**src/hw/rtl/lvem_pkg.sv**
```systemverilog
package lvem_pkg;

  // Fixed field widths
  localparam int LEVEL_W = 32;
  localparam int RATE_W  = 24;
  localparam int STEP_W  = 20;
  localparam int SUM_W   = 48;
  localparam int OPND_W  = LEVEL_W + 1;   // multiplier operand, signed
  localparam int PROD_W  = 2 * OPND_W;    // full product

  localparam int IN_DATA_W  = 88;         // 84 bits of fields, padded to bytes
  localparam int OUT_DATA_W = 112;
  localparam int CFG_ADDR_W = 4;
  localparam int CFG_DATA_W = 32;

  localparam logic signed [LEVEL_W-1:0] LEVEL_MAX = 32'sh7fff_ffff;
  localparam logic signed [LEVEL_W-1:0] LEVEL_MIN = 32'sh8000_0000;
  localparam logic [SUM_W-1:0]          SUM_MAX   = 48'h8000_0000_0000;

  // Register file
  localparam logic [1:0] REG_PREY_GROWTH    = 2'd0;
  localparam logic [1:0] REG_PREDATION_RATE = 2'd1;
  localparam logic [1:0] REG_PREDATOR_DEATH = 2'd2;
  localparam logic [1:0] REG_PREDATOR_GAIN  = 2'd3;

  localparam logic signed [RATE_W-1:0] PREY_GROWTH_RST    = 24'sd1310720;
  localparam logic signed [RATE_W-1:0] PREDATION_RATE_RST = 24'sd262144;
  localparam logic signed [RATE_W-1:0] PREDATOR_DEATH_RST = 24'sd262144;
  localparam logic signed [RATE_W-1:0] PREDATOR_GAIN_RST  = 24'sd262144;

  typedef enum logic [10:0] {
    ST_IDLE     = 11'b000_0000_0001,
    ST_MUL_BY   = 11'b000_0000_0010,
    ST_MUL_DX   = 11'b000_0000_0100,
    ST_MUL_XS   = 11'b000_0000_1000,
    ST_MUL_YS   = 11'b000_0001_0000,
    ST_MUL_DTP  = 11'b000_0010_0000,
    ST_MUL_DTQ  = 11'b000_0100_0000,
    ST_NEW_PRED = 11'b000_1000_0000,
    ST_MUL_SQ   = 11'b001_0000_0000,
    ST_SUM      = 11'b010_0000_0000,
    ST_OUT      = 11'b100_0000_0000
  } state_t;

  typedef struct packed {
    logic                      ovf;
    logic signed [LEVEL_W-1:0] val;
  } clamp_t;

  // Clamp a wide signed value into the level range, flagging a clamp
  function automatic clamp_t clamp_level(input logic signed [PROD_W-1:0] v);
    clamp_t r;
    if (v > PROD_W'(LEVEL_MAX)) begin
      r.ovf = 1'b1;
      r.val = LEVEL_MAX;
    end else if (v < PROD_W'(LEVEL_MIN)) begin
      r.ovf = 1'b1;
      r.val = LEVEL_MIN;
    end else begin
      r.ovf = 1'b0;
      r.val = v[LEVEL_W-1:0];
    end
    return r;
  endfunction

endpackage

```
**src/hw/rtl/lotka_volterra_euler_misfit.sv**
```systemverilog
// Forward-Euler predator-prey model scored against a stream of observations.
// Input words (s_t*): s_tuser carries first_sample, s_tdata the step time and
// the observed prey and predator levels. A word with first_sample set seeds
// the model from the observation and clears the misfit sum and the saturated
// flag; any other word advances the model one Euler step with its own step
// time and adds half the squared prey misfit to the running sum.
// Output words (m_t*): one per input word, the model levels, the negated sum
// as log likelihood, and the saturated flag in m_tuser.
// Sequencing: a seeding word goes from idle straight to the output step; a
// stepping word forms seven products that go one at a time through the
// single 33x33 multiplier; each of the first six is followed by a clamp/add
// step in the shared post unit and the square by the add into the misfit
// sum. The prey and predator chains are interleaved so one chain's post
// step overlaps the other's multiply. s_tready is high only while the
// sequencer is idle, so a word is taken only once the last has left it.
// The output register decouples the sides: a new word may be accepted while
// a result waits; if m_tready stays low the finished next result holds in
// the last step until the register frees.
// Reset (rst, synchronous) loads the rate registers with their defaults and
// zeroes the levels, the sum and the flag. Rates are written through the APB
// port at byte address 4*index and should change only while idle.
module lotka_volterra_euler_misfit
  import lvem_pkg::*;
#(
  parameter int FRAC_BITS = 16
) (
  input  logic                  clk,
  input  logic                  rst,
  // stream in
  input  logic                  s_tvalid,
  output logic                  s_tready,
  input  logic [IN_DATA_W-1:0]  s_tdata,   // step_time[19:0], obs_prey[51:20],
                                           // obs_predator[83:52], zero pad
  input  logic [0:0]            s_tuser,   // first_sample[0]
  // stream out
  output logic                  m_tvalid,
  input  logic                  m_tready,
  output logic [OUT_DATA_W-1:0] m_tdata,   // model_prey[31:0],
                                           // model_predator[63:32],
                                           // log_likelihood[111:64]
  output logic [0:0]            m_tuser,   // saturated[0]
  // configuration
  input  logic                  psel,
  input  logic                  penable,
  input  logic                  pwrite,
  input  logic [CFG_ADDR_W-1:0] paddr,
  input  logic [CFG_DATA_W-1:0] pwdata,
  output logic [CFG_DATA_W-1:0] prdata,
  output logic                  pready
);

  state_t state, state_next;

  logic signed [RATE_W-1:0]  prey_growth, predation_rate, predator_death, predator_gain;
  logic signed [LEVEL_W-1:0] prey_level, predator_level;
  logic [SUM_W-1:0]          misfit_sum;
  logic                      overflow_seen;

  logic [STEP_W-1:0]         step_time;
  logic signed [LEVEL_W-1:0] obs_prey;
  logic signed [LEVEL_W-1:0] tmp_a, tmp_b;     // prey / predator chain temps
  logic signed [OPND_W-1:0]  diff;

  logic signed [OPND_W-1:0]  op_a, op_b;
  logic signed [PROD_W-1:0]  prod;

  logic signed [PROD_W-1:0]  shifted, addend, post_sum;
  logic                      post_sub;
  clamp_t                    post;

  logic [PROD_W-1:0]         half;
  logic [SUM_W-1:0]          room;
  logic                      sum_over;

  logic in_acc, cfg_wr, out_free;

  assign in_acc   = s_tvalid && s_tready;
  assign s_tready = (state == ST_IDLE);
  assign out_free = !m_tvalid || m_tready;
  assign pready   = 1'b1;
  assign cfg_wr   = psel && penable && pwrite && pready;

  // ---------------------------------------------------------------------
  // Configuration registers
  // ---------------------------------------------------------------------
  always_ff @(posedge clk) begin
    if (rst) begin
      prey_growth    <= PREY_GROWTH_RST;
      predation_rate <= PREDATION_RATE_RST;
      predator_death <= PREDATOR_DEATH_RST;
      predator_gain  <= PREDATOR_GAIN_RST;
    end else if (cfg_wr) begin
      unique case (paddr[3:2])
        REG_PREY_GROWTH:    prey_growth    <= $signed(pwdata[RATE_W-1:0]);
        REG_PREDATION_RATE: predation_rate <= $signed(pwdata[RATE_W-1:0]);
        REG_PREDATOR_DEATH: predator_death <= $signed(pwdata[RATE_W-1:0]);
        REG_PREDATOR_GAIN:  predator_gain  <= $signed(pwdata[RATE_W-1:0]);
        default: ;
      endcase
    end
  end

  always_comb begin
    unique case (paddr[3:2])
      REG_PREY_GROWTH:    prdata = CFG_DATA_W'($unsigned(prey_growth));
      REG_PREDATION_RATE: prdata = CFG_DATA_W'($unsigned(predation_rate));
      REG_PREDATOR_DEATH: prdata = CFG_DATA_W'($unsigned(predator_death));
      REG_PREDATOR_GAIN:  prdata = CFG_DATA_W'($unsigned(predator_gain));
      default:            prdata = '0;
    endcase
  end

  // ---------------------------------------------------------------------
  // Sequencer
  // ---------------------------------------------------------------------
  always_comb begin
    state_next = state;
    unique case (state)
      ST_IDLE:     if (in_acc) state_next = s_tuser[0] ? ST_OUT : ST_MUL_BY;
      ST_MUL_BY:   state_next = ST_MUL_DX;
      ST_MUL_DX:   state_next = ST_MUL_XS;
      ST_MUL_XS:   state_next = ST_MUL_YS;
      ST_MUL_YS:   state_next = ST_MUL_DTP;
      ST_MUL_DTP:  state_next = ST_MUL_DTQ;
      ST_MUL_DTQ:  state_next = ST_NEW_PRED;
      ST_NEW_PRED: state_next = ST_MUL_SQ;
      ST_MUL_SQ:   state_next = ST_SUM;
      ST_SUM:      state_next = ST_OUT;
      ST_OUT:      if (out_free) state_next = ST_IDLE;
      default:     state_next = ST_IDLE;
    endcase
  end

  always_ff @(posedge clk) begin
    if (rst) state <= ST_IDLE;
    else     state <= state_next;
  end

  // ---------------------------------------------------------------------
  // Shared multiplier: operands chosen by step, product registered
  // ---------------------------------------------------------------------
  always_comb begin
    op_a = '0;
    op_b = '0;
    unique case (state)
      ST_MUL_BY: begin  // b * predator
        op_a = OPND_W'(predation_rate);
        op_b = OPND_W'(predator_level);
      end
      ST_MUL_DX: begin  // d * prey
        op_a = OPND_W'(predator_gain);
        op_b = OPND_W'(prey_level);
      end
      ST_MUL_XS: begin  // prey * (a - b*pred)
        op_a = OPND_W'(prey_level);
        op_b = OPND_W'(tmp_a);
      end
      ST_MUL_YS: begin  // predator * (c - d*prey)
        op_a = OPND_W'(predator_level);
        op_b = OPND_W'(tmp_b);
      end
      ST_MUL_DTP: begin
        op_a = $signed(OPND_W'(step_time));
        op_b = OPND_W'(tmp_a);
      end
      ST_MUL_DTQ: begin
        op_a = $signed(OPND_W'(step_time));
        op_b = OPND_W'(tmp_b);
      end
      ST_MUL_SQ: begin
        op_a = diff;
        op_b = diff;
      end
      default: ;
    endcase
  end

  always_ff @(posedge clk) begin
    prod <= op_a * op_b;
  end

  // ---------------------------------------------------------------------
  // Shared post unit: floor shift of the last product, add or subtract,
  // clamp to the level range
  // ---------------------------------------------------------------------
  assign shifted = prod >>> FRAC_BITS;

  always_comb begin
    addend   = '0;
    post_sub = 1'b0;
    unique case (state)
      ST_MUL_DX: begin
        addend   = PROD_W'(prey_growth);
        post_sub = 1'b1;
      end
      ST_MUL_XS: begin
        addend   = PROD_W'(predator_death);
        post_sub = 1'b1;
      end
      ST_MUL_DTQ:  addend = PROD_W'(prey_level);
      ST_NEW_PRED: begin
        addend   = PROD_W'(predator_level);
        post_sub = 1'b1;
      end
      default: ;
    endcase
  end

  assign post_sum = post_sub ? (addend - shifted) : (addend + shifted);
  assign post     = clamp_level(post_sum);

  // Half square of the misfit, and headroom left under the sum ceiling
  assign half     = $unsigned(prod) >> (FRAC_BITS + 1);
  assign room     = SUM_MAX - misfit_sum;
  assign sum_over = half > PROD_W'(room);

  // ---------------------------------------------------------------------
  // Model state and working registers
  // ---------------------------------------------------------------------
  always_ff @(posedge clk) begin
    if (rst) begin
      prey_level     <= '0;
      predator_level <= '0;
      misfit_sum     <= '0;
      overflow_seen  <= 1'b0;
    end else begin
      unique case (state)
        ST_IDLE: begin
          if (in_acc && s_tuser[0]) begin
            prey_level     <= $signed(s_tdata[51:20]);
            predator_level <= $signed(s_tdata[83:52]);
            misfit_sum     <= '0;
            overflow_seen  <= 1'b0;
          end
        end
        ST_MUL_DX, ST_MUL_XS, ST_MUL_YS, ST_MUL_DTP: begin
          if (post.ovf) overflow_seen <= 1'b1;
        end
        ST_MUL_DTQ: begin
          prey_level <= post.val;
          if (post.ovf) overflow_seen <= 1'b1;
        end
        ST_NEW_PRED: begin
          predator_level <= post.val;
          if (post.ovf) overflow_seen <= 1'b1;
        end
        ST_SUM: begin
          if (sum_over) begin
            misfit_sum    <= SUM_MAX;
            overflow_seen <= 1'b1;
          end else begin
            misfit_sum <= misfit_sum + half[SUM_W-1:0];
          end
        end
        default: ;
      endcase
    end
  end

  always_ff @(posedge clk) begin
    if (in_acc) begin
      step_time <= s_tdata[19:0];
      obs_prey  <= $signed(s_tdata[51:20]);
    end
    unique case (state)
      ST_MUL_DX:   tmp_a <= post.val;   // a - b*pred
      ST_MUL_XS:   tmp_b <= post.val;   // c - d*prey
      ST_MUL_YS:   tmp_a <= post.val;   // prey * (...)
      ST_MUL_DTP:  tmp_b <= post.val;   // predator * (...)
      ST_NEW_PRED: diff  <= OPND_W'(obs_prey) - OPND_W'(prey_level);
      default: ;
    endcase
  end

  // ---------------------------------------------------------------------
  // Output register
  // ---------------------------------------------------------------------
  always_ff @(posedge clk) begin
    if (rst) begin
      m_tvalid <= 1'b0;
    end else if (state == ST_OUT && out_free) begin
      m_tvalid <= 1'b1;
    end else if (m_tready) begin
      m_tvalid <= 1'b0;
    end
  end

  always_ff @(posedge clk) begin
    if (state == ST_OUT && out_free) begin
      m_tdata <= {SUM_W'(0) - misfit_sum, predator_level, prey_level};
      m_tuser <= overflow_seen;
    end
  end

  // ---------------------------------------------------------------------
  // Assertions
  // ---------------------------------------------------------------------
  a_seed_fast: assert property (@(posedge clk) disable iff (rst)
    in_acc && s_tuser[0] |=> state == ST_OUT)
    else $error("seeding word did not go straight to output");

  a_sum_ceiling: assert property (@(posedge clk) disable iff (rst)
    misfit_sum <= SUM_MAX)
    else $error("misfit sum above ceiling");

  a_flag_clear: assert property (@(posedge clk) disable iff (rst)
    $fell(overflow_seen) |-> $past(in_acc && s_tuser[0]))
    else $error("saturated flag cleared without seeding");

  a_sum_drop: assert property (@(posedge clk) disable iff (rst)
    (misfit_sum < $past(misfit_sum)) |-> $past(in_acc && s_tuser[0]))
    else $error("misfit sum decreased without seeding");

  a_out_hold: assert property (@(posedge clk) disable iff (rst)
    state == ST_OUT && !out_free |=> state == ST_OUT)
    else $error("result left the sequencer while output was full");

endmodule

```
**config.mk**
```make
export PLATFORM = sky130hd
export DESIGN_NAME = lotka_volterra_euler_misfit
export DESIGN_NICKNAME = d
export VERILOG_FILES = /design/src/hw/rtl/lvem_pkg.sv /design/src/hw/rtl/lotka_volterra_euler_misfit.sv
export SDC_FILE = /design/constraint.sdc
export NUM_CORES = 2
export LEC_CHECK = 0
export BUFFER_PORTS_ARGS = -buffer_cell sky130_fd_sc_hd__buf_2
export CORE_MARGIN = 3
export CORE_UTILIZATION = 30
export DETAILED_ROUTE_END_ITERATION = 6
export HOLD_SLACK_MARGIN = 0.03
export SLEW_MARGIN = 20
export SYNTH_ARGS = -nofsm -noshare
export SYNTH_HDL_FRONTEND = slang
export SYNTH_SLANG_ARGS = --single-unit
```
**constraint.sdc**
```tcl
create_clock -name clk -period 9.9 [get_ports clk]
set_clock_uncertainty 0.1 [all_clocks]
set_input_delay 0.99 -clock clk [delete_from_list [all_inputs] [get_ports clk]]
set_output_delay 0.99 -clock clk [all_outputs]
set_load 0.005 [all_outputs]
```
==> metrics <==
Core Util, Final 35.8%; Max VDD drop 0.147 mV; core area 224000 µm²; FILL cells 22500; Worst R2R End prod[59]; final setup vio count 0; Layout area overhead 18.0%; crit path time final 9.72 ns; GP Congestion 0.989; fraction of layout cells with a size suffix above 1 15.4%; post-synthesis mux area share 1.04%; crit-path most repeated cell fa_1; Post-synth top cells inv_1 (1288), fa_1 (1147), nand2_1 (1097); Yosys top cell area share 33.8%; cells after synthesis 7357; number of max-cap violations 0; wire length per cell 23.1 µm; Finished Layout Cells 10900; GRT Overall Usage 21.5%; Buffers & Inverters on Critical Path 13; hold worst-path end step_time[14]; Initial Util 30.3%; Seq/Total Area, Yosys 19.6%; worst-case clock buffer depth 3; worst slew pin tran 1.16 ns; main combinational cell family by area after synthesis adder cells; Gate power share 17.3%; Reg clk slew, reported paths 0.06 ns; Post-Place Cell Area 76300 µm²; Synth Area in Simple Gates 14.5%; final slew viol count 0; clock sink count 533; Worst Hold Class primary input to flip-flop; number of synthesized flops with an enable pin 262; largest cells by area after synthesis fa_1 (34%), edfxtp_1 (12%), dfxtp_1 (8.0%), ha_1 (7.5%), inv_1 (7.1%); leakage power 37.5 nW; fmax 103 MHz; via/cell ratio 5.18; first drt pass iteration count 7; required time of the critical path 10.35 ns; CP max stage cell fa_2; Register-to-Register Path Depth 39; die height 482 µm; max_slew headroom 21.9%; clock latency at the later pin of the worst-skew pair 0.72 ns; first-pass GRT wire length 376000 µm; status finished, violations left; CTS tree yes; Sw Ratio 29.7%; Design Power 6.01 mW; CP top delay family adder cells; CP arrival 10.17 ns; HPWL after DPL 208000 µm; I/O pin count 280; synth unique cells 96; via count 56700; Root Driver clkbuf_16; slowest stage delay, CP 0.61 ns; Worst setup EP type flip-flop; row count 173; Clock power frac 41.4%; Final Hold Fails 0; #FFs+latches synth 533; reg-to-reg startpoint state[6]; Die ar. 232000 µm²; Synth Area in Compound Gates 10.6%; Net Sw Power 1.79 mW; total grt overflow 0; DR iter-0 viols 5580; largest net degree at the start of global routing 99; FFs w/ async S/R, synth 0%; failing checks DRC; DIE WIDTH 482 µm; Post-Synthesis Mean Instance Area 9.22 µm²; drt drc 21; WL final 253000 µm; CP startpoint kind flip-flop; vias in the first global route 58400; CP Max Fanout 15; Internal 4.23 mW; register-to-register setup slack 0.18 ns; Crit Path Class flip-flop to flip-flop; Final nets 9587; PD cells 75.1 nW/µm²; Final period util 98.2%; CTS Buf Count 60; area leader, netlist fa_1; hold_ws 0.345 ns; placed cells 10800; CTS Hold Bufs 0; Top FF cell, synth dfxtp_1; Synth Warn # 0; antenna violations before repair 25; post-route ant nets 0; hold_sp s_tdata[14]; Final Instance Area 80100 µm²; Synth Area in Adders 41.3%; Flop pwr share 41.3%; count leader, synth inv_1; H-tree levels 2; hold path cells 1; Post-Synthesis Cell Area 67900 µm²; port bufs 256; post-synthesis xor/xnor area fraction 3.69%
==> power by group through the flow <==
stage / registers, mW / logic, mW / clock network [mW]
after detailed placement: 2.53 / 1.01 / 0
after global placement: 2.53 / 0.988 / 0
after CTS: 2.48 / 1.02 / 2.51
after floorplan: 2.50 / 0.674 / 0
after global routing: 2.48 / 1.12 / 2.60
final: 2.48 / 1.04 / 2.49
==> area by class of cell <==
class	count	area [µm²]	share of cell area, %
tap	2975	3720	4.65
multi-input combinational	5173	49100	61.3
antenna	20	50.0	0.0625
clock buffer	73	1590	1.99
sequential	533	13300	16.6
clock inverter	41	592	0.739
inverter	1290	4840	6.05
timing repair buffer	844	6920	8.64
==> layer usage <==
metal  GRT usage (%)  up-vias  share of wire (%)
met2            34.0     2717                 45
li1                -    24700                  -
met1            27.5    28700                 39
met5               0        -              0.057
met3            5.36      628                9.8
met4            9.93       20                5.6
==> flip-flops by register name, indices dropped and copies added, names as in the netlist <==
signal and flops:
m_tdata 112, prod 50, misfit_sum 48, diff 33, obs_prey 32, predator_level 32
prey_level 32, tmp_a 32, tmp_b 32, predation_rate 24, predator_death 24, predator_gain 24
prey_growth 24, step_time 20, state 11, m_tuser 1, m_tvalid 1, overflow_seen 1
==> metrics by stage <==
stage	TNS [ns]	setup slack (ns)
2_1_floorplan	0	0.00865
3_3_place_gp	-3.04	-0.356
3_5_place_dp	-3.45	-0.354
4_1_cts	0	0.00177
5_1_grt	-0.729	-0.102
6_report	0	0.180
==> logic make-up after synthesis <==
| family | after synthesis |
|---|---|
| and+or+nand+nor | 2236 |
| buffers and inverters | 1658 |
| adders and majority gates | 1553 |
| AOI/OAI and AO/OA | 1053 |
| DFF | 533 |
| xor gates and xnor gates | 283 |
| muxes | 39 |
| other | 2 |
==> cell usage in the layout, fill, tap and decap left out, types with 147 or more instances in the layout <==
cell	synthesis	layout
dfxtp_1	271	270
a21oi_1	288	273
nand2_1	1097	1082
buf_4	9	462
inv_1	1288	1276
buf_2	11	255
a22oi_1	149	147
fa_1	1147	1108
ha_1	406	398
xnor2_1	166	165
nor2_1	604	571
edfxtp_1	262	262
==> worst max path at each step <==
stage / to / cells past startpoint / slack [ns] / start
after floorplan: prod[65] / 38 / 0.009 / state[5]
after global placement: prod[65] / 39 / -0.36 / state[4]
after detailed placement: prod[65] / 35 / -0.35 / state[0]
after CTS: prod[59] / 40 / 0.002 / state[4]
after global routing: prod[59] / 41 / -0.10 / state[6]
final: prod[59] / 39 / 0.18 / state[6]
==> timing repair <==
action	CTS	global route
endpoints found under the setup margin	18	23
buffers inserted	11	36
pin swaps	11	122
cloned	1	5
gates resized for setup	42	246
==> worst register-to-register path, delay by kind of cell, from the launching register on <==
kind / cells / cell delay [ns]
DFF: 1 / 0.32
and+or+nand+nor: 4 / 1.14
xor gates and xnor gates: 1 / 0.13
buffers and inverters: 13 / 1.54
adders and majority gates: 9 / 4.42
AOI/OAI and AO/OA: 12 / 1.92
(Power assumes the default switching activity.)
